### src/rtl/ppc_pkg.sv
// Types and constants shared by the point/polygon classifier modules.
package ppc_pkg;

  localparam int COORD_W = 24;
  localparam int OP_W    = 27;
  localparam int ACC_W   = 56;
  localparam int LEN_W   = 50;
  localparam int T_W     = 16;
  localparam int D2_W    = 52;
  localparam int DIST_W  = 26;
  localparam int WIND_W  = 12;

  localparam logic signed [WIND_W-1:0] WIND_MAX = 12'sh7ff;
  localparam logic signed [WIND_W-1:0] WIND_MIN = 12'sh800;

  typedef struct packed {
    logic signed [COORD_W-1:0] point_x;
    logic signed [COORD_W-1:0] point_y;
    logic signed [COORD_W-1:0] start_x;
    logic signed [COORD_W-1:0] start_y;
    logic signed [COORD_W-1:0] end_x;
    logic signed [COORD_W-1:0] end_y;
    logic                      last_edge;
  } req_t;

  typedef struct packed {
    logic              inside_res;
    logic [DIST_W-1:0] distance;
  } rsp_t;

  typedef struct packed {
    logic en;
    logic clr;
    logic sub;
  } mac_ctl_t;

endpackage

### src/rtl/ppc_mac.sv
// Shared signed multiply-accumulate unit.
module ppc_mac (
  input  logic                                clk,
  input  ppc_pkg::mac_ctl_t                   ctl,
  input  logic signed [ppc_pkg::OP_W-1:0]     a,
  input  logic signed [ppc_pkg::OP_W-1:0]     b,
  output logic signed [ppc_pkg::ACC_W-1:0]    acc
);

  logic signed [2*ppc_pkg::OP_W-1:0]  prod;
  logic signed [ppc_pkg::ACC_W-1:0]   prod_ext;
  logic signed [ppc_pkg::ACC_W-1:0]   base;

  assign prod     = a * b;
  assign prod_ext = ppc_pkg::ACC_W'(prod);
  assign base     = ctl.clr ? '0 : acc;

  always_ff @(posedge clk) begin
    if (ctl.en) begin
      acc <= ctl.sub ? base - prod_ext : base + prod_ext;
    end
  end

endmodule

### src/rtl/ppc_div.sv
// Restoring divider, one quotient bit per cycle, for the projection parameter.
module ppc_div (
  input  logic                          clk,
  input  logic                          rst,
  input  logic                          start,
  input  logic [ppc_pkg::LEN_W-1:0]     dividend,
  input  logic [ppc_pkg::LEN_W-1:0]     divisor,
  output logic                          busy,
  output logic [ppc_pkg::T_W-1:0]       quot
);

  logic [ppc_pkg::LEN_W:0]   r;
  logic [ppc_pkg::LEN_W:0]   r2;
  logic [ppc_pkg::LEN_W-1:0] dvs;
  logic [4:0]                cnt;

  assign r2 = {r[ppc_pkg::LEN_W-1:0], 1'b0};

  always_ff @(posedge clk) begin
    if (rst) begin
      busy <= 1'b0;
      cnt  <= '0;
    end else if (start) begin
      busy <= 1'b1;
      cnt  <= 5'(ppc_pkg::T_W);
      r    <= {1'b0, dividend};
      dvs  <= divisor;
      quot <= '0;
    end else if (busy) begin
      if (r2 >= {1'b0, dvs}) begin
        r    <= r2 - {1'b0, dvs};
        quot <= {quot[ppc_pkg::T_W-2:0], 1'b1};
      end else begin
        r    <= r2;
        quot <= {quot[ppc_pkg::T_W-2:0], 1'b0};
      end
      cnt <= cnt - 5'd1;
      if (cnt == 5'd1) begin
        busy <= 1'b0;
      end
    end
  end

endmodule

### src/rtl/ppc_sqrt.sv
// Digit-by-digit integer square root, one result bit per cycle.
module ppc_sqrt (
  input  logic                          clk,
  input  logic                          rst,
  input  logic                          start,
  input  logic [ppc_pkg::D2_W-1:0]      value,
  output logic                          busy,
  output logic [ppc_pkg::DIST_W-1:0]    root
);

  logic [ppc_pkg::D2_W-1:0]     src;
  logic [ppc_pkg::DIST_W+3:0]   rem;
  logic [ppc_pkg::DIST_W+3:0]   rem_sh;
  logic [ppc_pkg::DIST_W+3:0]   trial;
  logic [4:0]                   cnt;

  assign rem_sh = {rem[ppc_pkg::DIST_W+1:0], src[ppc_pkg::D2_W-1 -: 2]};
  assign trial  = {2'b00, root, 2'b01};

  always_ff @(posedge clk) begin
    if (rst) begin
      busy <= 1'b0;
      cnt  <= '0;
    end else if (start) begin
      busy <= 1'b1;
      cnt  <= 5'(ppc_pkg::DIST_W);
      src  <= value;
      rem  <= '0;
      root <= '0;
    end else if (busy) begin
      src <= {src[ppc_pkg::D2_W-3:0], 2'b00};
      if (rem_sh >= trial) begin
        rem  <= rem_sh - trial;
        root <= {root[ppc_pkg::DIST_W-2:0], 1'b1};
      end else begin
        rem  <= rem_sh;
        root <= {root[ppc_pkg::DIST_W-2:0], 1'b0};
      end
      cnt <= cnt - 5'd1;
      if (cnt == 5'd1) begin
        busy <= 1'b0;
      end
    end
  end

endmodule

### src/rtl/point_polygon_classifier.sv
// Point-in-polygon classifier (non-zero winding) with nearest-edge distance.
//
//  channel  signals                      payload
//  request  req_valid / req_ready        req_data  (ppc_pkg::req_t, one edge)
//  result   rsp_valid / rsp_ready        rsp_data  (ppc_pkg::rsp_t, on last edge)
//
// One edge keeps the sequencer busy through the cross, length and dot steps on
// the shared multiplier, then through the 16-step divider and the projection
// steps when the point projects inside the segment, before it returns to idle.
// The last edge adds the square root and the result load, plus any output stall.
// req_ready is high only while the sequencer is idle; a pending result
// does not block the next request. Reset is synchronous and clears state.
module point_polygon_classifier (
  input  logic            clk,
  input  logic            rst,
  input  logic            req_valid,
  output logic            req_ready,
  input  ppc_pkg::req_t   req_data,
  output logic            rsp_valid,
  input  logic            rsp_ready,
  output ppc_pkg::rsp_t   rsp_data
);

  localparam logic [4:0] S_IDLE = 5'd0;
  localparam logic [4:0] S_CR1  = 5'd1;
  localparam logic [4:0] S_CR2  = 5'd2;
  localparam logic [4:0] S_LN1  = 5'd3;
  localparam logic [4:0] S_LN2  = 5'd4;
  localparam logic [4:0] S_DT1  = 5'd5;
  localparam logic [4:0] S_DT2  = 5'd6;
  localparam logic [4:0] S_BR   = 5'd7;
  localparam logic [4:0] S_DIV  = 5'd8;
  localparam logic [4:0] S_PX   = 5'd9;
  localparam logic [4:0] S_PY   = 5'd10;
  localparam logic [4:0] S_PU   = 5'd11;
  localparam logic [4:0] S_SQ1  = 5'd12;
  localparam logic [4:0] S_SQ2  = 5'd13;
  localparam logic [4:0] S_UPD  = 5'd14;
  localparam logic [4:0] S_RT   = 5'd15;
  localparam logic [4:0] S_OUT  = 5'd16;

  localparam int OW = ppc_pkg::OP_W;

  logic [4:0] state;
  logic [4:0] state_next;

  logic signed [OW-1:0] ex, ey, qx, qy, fx, fy, ux, uy;
  logic ay_le, by_gt, last_q, cross_pos, cross_neg;
  logic [ppc_pkg::LEN_W-1:0] len2;
  logic signed [ppc_pkg::ACC_W-1:0] dot;
  logic signed [ppc_pkg::WIND_W-1:0] wind;
  logic [ppc_pkg::D2_W-1:0] lsd;

  ppc_pkg::mac_ctl_t mctl;
  logic signed [OW-1:0] ma, mb;
  logic signed [ppc_pkg::ACC_W-1:0] acc;

  logic div_start, div_busy, rt_start, rt_busy;
  logic [ppc_pkg::T_W-1:0] tq;
  logic [ppc_pkg::DIST_W-1:0] root;

  logic [ppc_pkg::D2_W-1:0] d2, d2_min;
  logic [ppc_pkg::ACC_W-1:0] rx_sum;
  logic signed [OW-1:0] rx;
  logic signed [OW-1:0] abs_ex, abs_ey, t_op;
  logic near_start, far_end;
  logic req_fire, out_load;

  assign req_ready = (state == S_IDLE);
  assign req_fire  = req_valid && req_ready;

  assign abs_ex = ex[OW-1] ? -ex : ex;
  assign abs_ey = ey[OW-1] ? -ey : ey;
  assign t_op   = OW'(tq);
  assign rx_sum = ppc_pkg::ACC_W'(acc) + ppc_pkg::ACC_W'(1 << (ppc_pkg::T_W - 1));
  assign rx     = OW'(rx_sum[ppc_pkg::ACC_W-1:ppc_pkg::T_W]);

  assign d2     = acc[ppc_pkg::D2_W-1:0];
  assign d2_min = (d2 < lsd) ? d2 : lsd;

  assign near_start = (len2 == '0) || (acc <= 0);
  assign far_end    = acc >= $signed({{(ppc_pkg::ACC_W-ppc_pkg::LEN_W){1'b0}}, len2});

  assign div_start = (state == S_BR) && !near_start && !far_end;
  assign rt_start  = (state == S_UPD) && last_q;
  assign out_load  = (state == S_OUT) && (!rsp_valid || rsp_ready);

  always_comb begin
    mctl = '0;
    ma   = '0;
    mb   = '0;
    case (state)
      S_CR1: begin mctl = '{1'b1, 1'b1, 1'b0}; ma = ex;     mb = qy;   end
      S_CR2: begin mctl = '{1'b1, 1'b0, 1'b1}; ma = qx;     mb = ey;   end
      S_LN1: begin mctl = '{1'b1, 1'b1, 1'b0}; ma = ex;     mb = ex;   end
      S_LN2: begin mctl = '{1'b1, 1'b0, 1'b0}; ma = ey;     mb = ey;   end
      S_DT1: begin mctl = '{1'b1, 1'b1, 1'b0}; ma = qx;     mb = ex;   end
      S_DT2: begin mctl = '{1'b1, 1'b0, 1'b0}; ma = qy;     mb = ey;   end
      S_PX:  begin mctl = '{1'b1, 1'b1, 1'b0}; ma = abs_ex; mb = t_op; end
      S_PY:  begin mctl = '{1'b1, 1'b1, 1'b0}; ma = abs_ey; mb = t_op; end
      S_SQ1: begin mctl = '{1'b1, 1'b1, 1'b0}; ma = ux;     mb = ux;   end
      S_SQ2: begin mctl = '{1'b1, 1'b0, 1'b0}; ma = uy;     mb = uy;   end
      default: begin end
    endcase
  end

  always_comb begin
    state_next = state;
    case (state)
      S_IDLE: if (req_fire) state_next = S_CR1;
      S_CR1:  state_next = S_CR2;
      S_CR2:  state_next = S_LN1;
      S_LN1:  state_next = S_LN2;
      S_LN2:  state_next = S_DT1;
      S_DT1:  state_next = S_DT2;
      S_DT2:  state_next = S_BR;
      S_BR:   state_next = (near_start || far_end) ? S_SQ1 : S_DIV;
      S_DIV:  if (!div_busy) state_next = S_PX;
      S_PX:   state_next = S_PY;
      S_PY:   state_next = S_PU;
      S_PU:   state_next = S_SQ1;
      S_SQ1:  state_next = S_SQ2;
      S_SQ2:  state_next = S_UPD;
      S_UPD:  state_next = last_q ? S_RT : S_IDLE;
      S_RT:   if (!rt_busy) state_next = S_OUT;
      S_OUT:  if (out_load) state_next = S_IDLE;
      default: state_next = S_IDLE;
    endcase
  end

  always_ff @(posedge clk) begin
    if (rst) begin
      state     <= S_IDLE;
      wind      <= '0;
      lsd       <= '1;
      rsp_valid <= 1'b0;
    end else begin
      state <= state_next;
      if (state == S_UPD) begin
        lsd <= d2_min;
        if (ay_le && by_gt && cross_pos && wind != ppc_pkg::WIND_MAX) begin
          wind <= wind + 12'sd1;
        end else if (!ay_le && !by_gt && cross_neg && wind != ppc_pkg::WIND_MIN) begin
          wind <= wind - 12'sd1;
        end
      end
      if (out_load) begin
        rsp_valid <= 1'b1;
        wind      <= '0;
        lsd       <= '1;
      end else if (rsp_ready) begin
        rsp_valid <= 1'b0;
      end
    end
  end

  always_ff @(posedge clk) begin
    if (req_fire) begin
      ex     <= OW'(req_data.end_x) - OW'(req_data.start_x);
      ey     <= OW'(req_data.end_y) - OW'(req_data.start_y);
      qx     <= OW'(req_data.point_x) - OW'(req_data.start_x);
      qy     <= OW'(req_data.point_y) - OW'(req_data.start_y);
      fx     <= OW'(req_data.point_x) - OW'(req_data.end_x);
      fy     <= OW'(req_data.point_y) - OW'(req_data.end_y);
      ay_le  <= req_data.start_y <= req_data.point_y;
      by_gt  <= req_data.end_y > req_data.point_y;
      last_q <= req_data.last_edge;
    end
    case (state)
      S_LN1: begin
        cross_pos <= acc > 0;
        cross_neg <= acc < 0;
      end
      S_DT1: len2 <= acc[ppc_pkg::LEN_W-1:0];
      S_BR: begin
        dot <= acc;
        ux  <= far_end ? fx : qx;
        uy  <= far_end ? fy : qy;
      end
      S_PY: ux <= ex[OW-1] ? qx + rx : qx - rx;
      S_PU: uy <= ey[OW-1] ? qy + rx : qy - rx;
      default: begin end
    endcase
    if (out_load) begin
      rsp_data.inside_res <= (wind != '0);
      rsp_data.distance   <= root;
    end
  end

  ppc_mac u_mac (
    .clk (clk),
    .ctl (mctl),
    .a   (ma),
    .b   (mb),
    .acc (acc)
  );

  ppc_div u_div (
    .clk      (clk),
    .rst      (rst),
    .start    (div_start),
    .dividend (acc[ppc_pkg::LEN_W-1:0]),
    .divisor  (len2),
    .busy     (div_busy),
    .quot     (tq)
  );

  ppc_sqrt u_sqrt (
    .clk   (clk),
    .rst   (rst),
    .start (rt_start),
    .value (d2_min),
    .busy  (rt_busy),
    .root  (root)
  );

  a_one_edge: assert property (@(posedge clk) disable iff (rst)
    req_fire |=> !req_ready)
    else $error("request accepted while an edge is in progress");

  a_div_range: assert property (@(posedge clk) disable iff (rst)
    (state == S_PX) |-> (dot > 0) &&
      (dot < $signed({{(ppc_pkg::ACC_W-ppc_pkg::LEN_W){1'b0}}, len2})))
    else $error("projection taken outside the open segment");

  a_rsp_src: assert property (@(posedge clk) disable iff (rst)
    $rose(rsp_valid) |-> $past(state) == S_OUT)
    else $error("result raised outside the output step");

  a_root_last: assert property (@(posedge clk) disable iff (rst)
    rt_start |-> last_q && !rt_busy)
    else $error("square root started on a non-final edge");

endmodule
### config.mk
export PLATFORM = sky130hd
export DESIGN_NAME = point_polygon_classifier
export DESIGN_NICKNAME = d
export VERILOG_FILES = /design/src/rtl/ppc_pkg.sv /design/src/rtl/ppc_mac.sv /design/src/rtl/ppc_div.sv /design/src/rtl/ppc_sqrt.sv /design/src/rtl/point_polygon_classifier.sv
export SDC_FILE = /design/constraint.sdc
export NUM_CORES = 2
export LEC_CHECK = 0
export BUFFER_PORTS_ARGS = -buffer_cell sky130_fd_sc_hd__clkbuf_2
export CORE_MARGIN = 8
export CORE_UTILIZATION = 60
export CTS_BUF_LIST = sky130_fd_sc_hd__clkbuf_8
export DETAILED_ROUTE_END_ITERATION = 16
export PLACE_DENSITY = 0.82
export REMOVE_ABC_BUFFERS = 1
export SETUP_SLACK_MARGIN = 0.1
export SLEW_MARGIN = 25
export SYNTH_ARGS = -nofsm -noshare
export SYNTH_HDL_FRONTEND = slang
export SYNTH_SLANG_ARGS = --single-unit
### constraint.sdc
create_clock -name clk -period 13.4 [get_ports clk]
set_clock_uncertainty 0.1 [all_clocks]
set_input_delay 1.34 -clock clk [delete_from_list [all_inputs] [get_ports clk]]
set_output_delay 1.34 -clock clk [all_outputs]
set_load 0.03 [all_outputs]
==> metrics.cfg <==
[outcome]
status = finished, final reports clean

[routing]
routed_wl_um = 232000
routed-via-count = 63100
ant_nets = 0
drtPass1Iterations = 8
wl_per_cell_um = 22.3
dr.first_iter.drc_count = 6261
route.detailed.drc = 0
viasPerCell = 6.07

[die]
row_count = 129
core_area_mm2 = 0.124
die_x_um = 370
io_pins = 178
die_h_um = 370
initial_core_util_pct = 60.5
die_area_mm2 = 0.137

[sta]
timing.final.crit_share_pct = 97.7
maxSlewHeadroom_pct = 27.3
tns_ps = 0
min_period_ps = 13100
hold_violations = 0
max_clock_freq_ghz = 0.0764
slew_violations = 0
worst_pin_slew_ps = 1080
setup_violations = 0
rsz0062_at_grt = yes
whs_ps = 344

[critical_path]
reg2reg_depth = 56
crit_path_max_incr_delay_ps = 570
worstPathMaxFanout = 7
worstSetupEndpointType = flip-flop
cp_slowest_cell = fa_1
cp_data_required_time_ps = 13940
cp.depth = 56
reg2reg_to = u_mac.acc[55]
critPathArrivalTime_ps = 13630
cp.buffers_inverters = 12
cp_top_family = adder cells
cp-endpoint = u_mac.acc[55]
startpoint = ex[5]
r2r_setup_slack_ps = 300
startpoint_type = flip-flop
critPathKind = reg2reg
rr_startpoint = ex[5]

[clock_network]
clock_path_buffers = 3
cts_tree = done
cts_sinks = 646
clock_latency_ps = 840
clockRootBuffer = clkbuf_8
cts.clk_slew.worst_paths_ps = 60
cts_max_level = 3
ctsHoldBuffers = 0
cts_buffers = 106

[synthesis]
synth_area_leaders = edfxtp_1 (23%), fa_1 (21%), ha_1 (10%)
netlist-cell-type-count = 100
synth_compound_area_share_pct = 13.6
synth_warnings = 0
yosys.area_share.adder_pct = 30.8
synth-simple-area-share_pct = 15.1
synth_common_cells = inv_1 (1300), nor2_1 (847), nand2_1 (825)
synth_largest_area_cell = edfxtp_1
synth-xor-area-share_pct = 5.51
synth_area_mm2 = 0.0751
netlist.area_leader.share_pct = 22.6
synth-edff-count = 564
yosys_most_used_dff = edfxtp_1
ys_seq_area_share_pct = 24.8
synth_cells = 8324
synth-seq-cells = 646
avgSynthCellArea_um2 = 9.02
synthMuxAreaShare_pct = 2.15
yosysMostFrequentCell = inv_1
synthArstFlopShare_pct = 0
synth_top_family_by_area = adder cells

[global_routing]
grt_max_degree = 110
track_usage_pct = 33.4
grt_pass1_wl_um = 358000
grt_pass1_vias = 64100
grt_overflow = 0
antenna_found_initial = 12

[cells_and_area]
postLayoutCoreUtil_pct = 66.6
finalNetCount = 10200
fin_cells = 10400
area_growth_pct = 10.1
drive_gt1_share_pct = 10.2

[placed_design]
detailed_place_hpwl_um = 188000
portBuffers = 177
dp_cells = 10200
gp_congestion = 1.09

[hold_path]
hold_path_class = reg2reg
holdPathStages = 0

[run]
drv_cap = 0

==> worst min-delay path by stage <==
stage                    start       endpoint  slack, ps
3_3_place_gp   u_sqrt.root[18]   rsp_data[18]        330
3_5_place_dp   u_sqrt.root[20]   rsp_data[20]        330
2_1_floorplan   u_sqrt.root[0]    rsp_data[0]        330
6_report       u_sqrt.root[20]   rsp_data[20]        340
4_1_cts               len2[42]  u_div.dvs[42]        330
5_1_grt         u_sqrt.root[6]    rsp_data[6]        350
==> kinds of logic (layout without fill, tap and decap cells) <==
group,Yosys count,in the layout
mux,160,160
compound gates,1561,1561
simple gates,2478,2478
other cells,0,6
xor+xnor,472,472
flops,646,646
fa+ha+maj,1382,1382
buf+inv,1625,2060
==> per-stage QoR <==
step / area, µm² / setup slack [ps]
6_report: 82600 / 303
3_3_place_gp: 79900 / -26.8
2_1_floorplan: 73800 / -321
4_1_cts: 82200 / 111
5_1_grt: 82600 / -282
3_5_place_dp: 79900 / -216
==> cell usage in the layout, fill, tap and decap left out, types with 51 or more instances in the layout <==
master	instances
dfxtp_1	82
ha_1	604
nand4_1	78
a21o_1	195
o21a_1	51
nor2b_1	127
clkbuf_2	178
a21boi_0	51
nor2_1	832
o21bai_1	58
mux2i_1	153
clkbuf_8	120
edfxtp_1	564
o211ai_1	75
and3_1	53
xnor2_1	305
fa_1	772
inv_1	1324
nand2b_1	77
xor2_1	165
a21oi_1	363
nand2_1	822
o21ai_0	347
nor3_1	92
nand3_1	114
buf_4	381
==> what timing repair did <==
| item | CTS | global route |
|---|---|---|
| gates resized for setup | 12 | 66 |
| setup endpoints to repair | 1 | 11 |
| pin swaps | 1 | 39 |
| gates cloned | 0 | 0 |
| setup buffers | 1 | 11 |
==> metal layers <==
metal	GRT usage, %	part of all wire (%)	vias up
li1	-	-	28500
met1	40.5	37	30400
met2	53.5	45	3382
met3	9.43	11	761
met4	18.9	6.8	8
met5	0	0.028	-
==> sequential cells by signal (all words and copies together) (netlist names), 5 cells and up <==
| register | count |
|---|---|
| u_mac.acc | 56 |
| lsd | 52 |
| u_sqrt.src | 52 |
| len2 | 50 |
| u_div.dvs | 50 |
| u_div.r | 50 |
| u_sqrt.rem | 28 |
| rsp_data | 27 |
| ux | 27 |
| uy | 27 |
| u_sqrt.root | 26 |
| ex | 25 |
| ey | 25 |
| fx | 25 |
| fy | 25 |
| qx | 25 |
| qy | 25 |
| u_div.quot | 16 |
| wind | 12 |
| state | 5 |
| u_div.cnt | 5 |
| u_sqrt.cnt | 5 |
==> layout make-up <==
cell class | instances | area, µm²
diodes | 6 | 15.0
clock buffers | 120 | 1650
clock inverters | 75 | 592
fillers | 9836 | 41300
inverters | 1300 | 4880
multi-input cells | 6053 | 51000
flip-flops and latches | 646 | 18600
well taps | 1637 | 2050
repair buffers | 565 | 3860
Power is left out: the tool's default activity adds up to more than one toggle a clock period on the data nets, which glitch-free logic cannot reach.
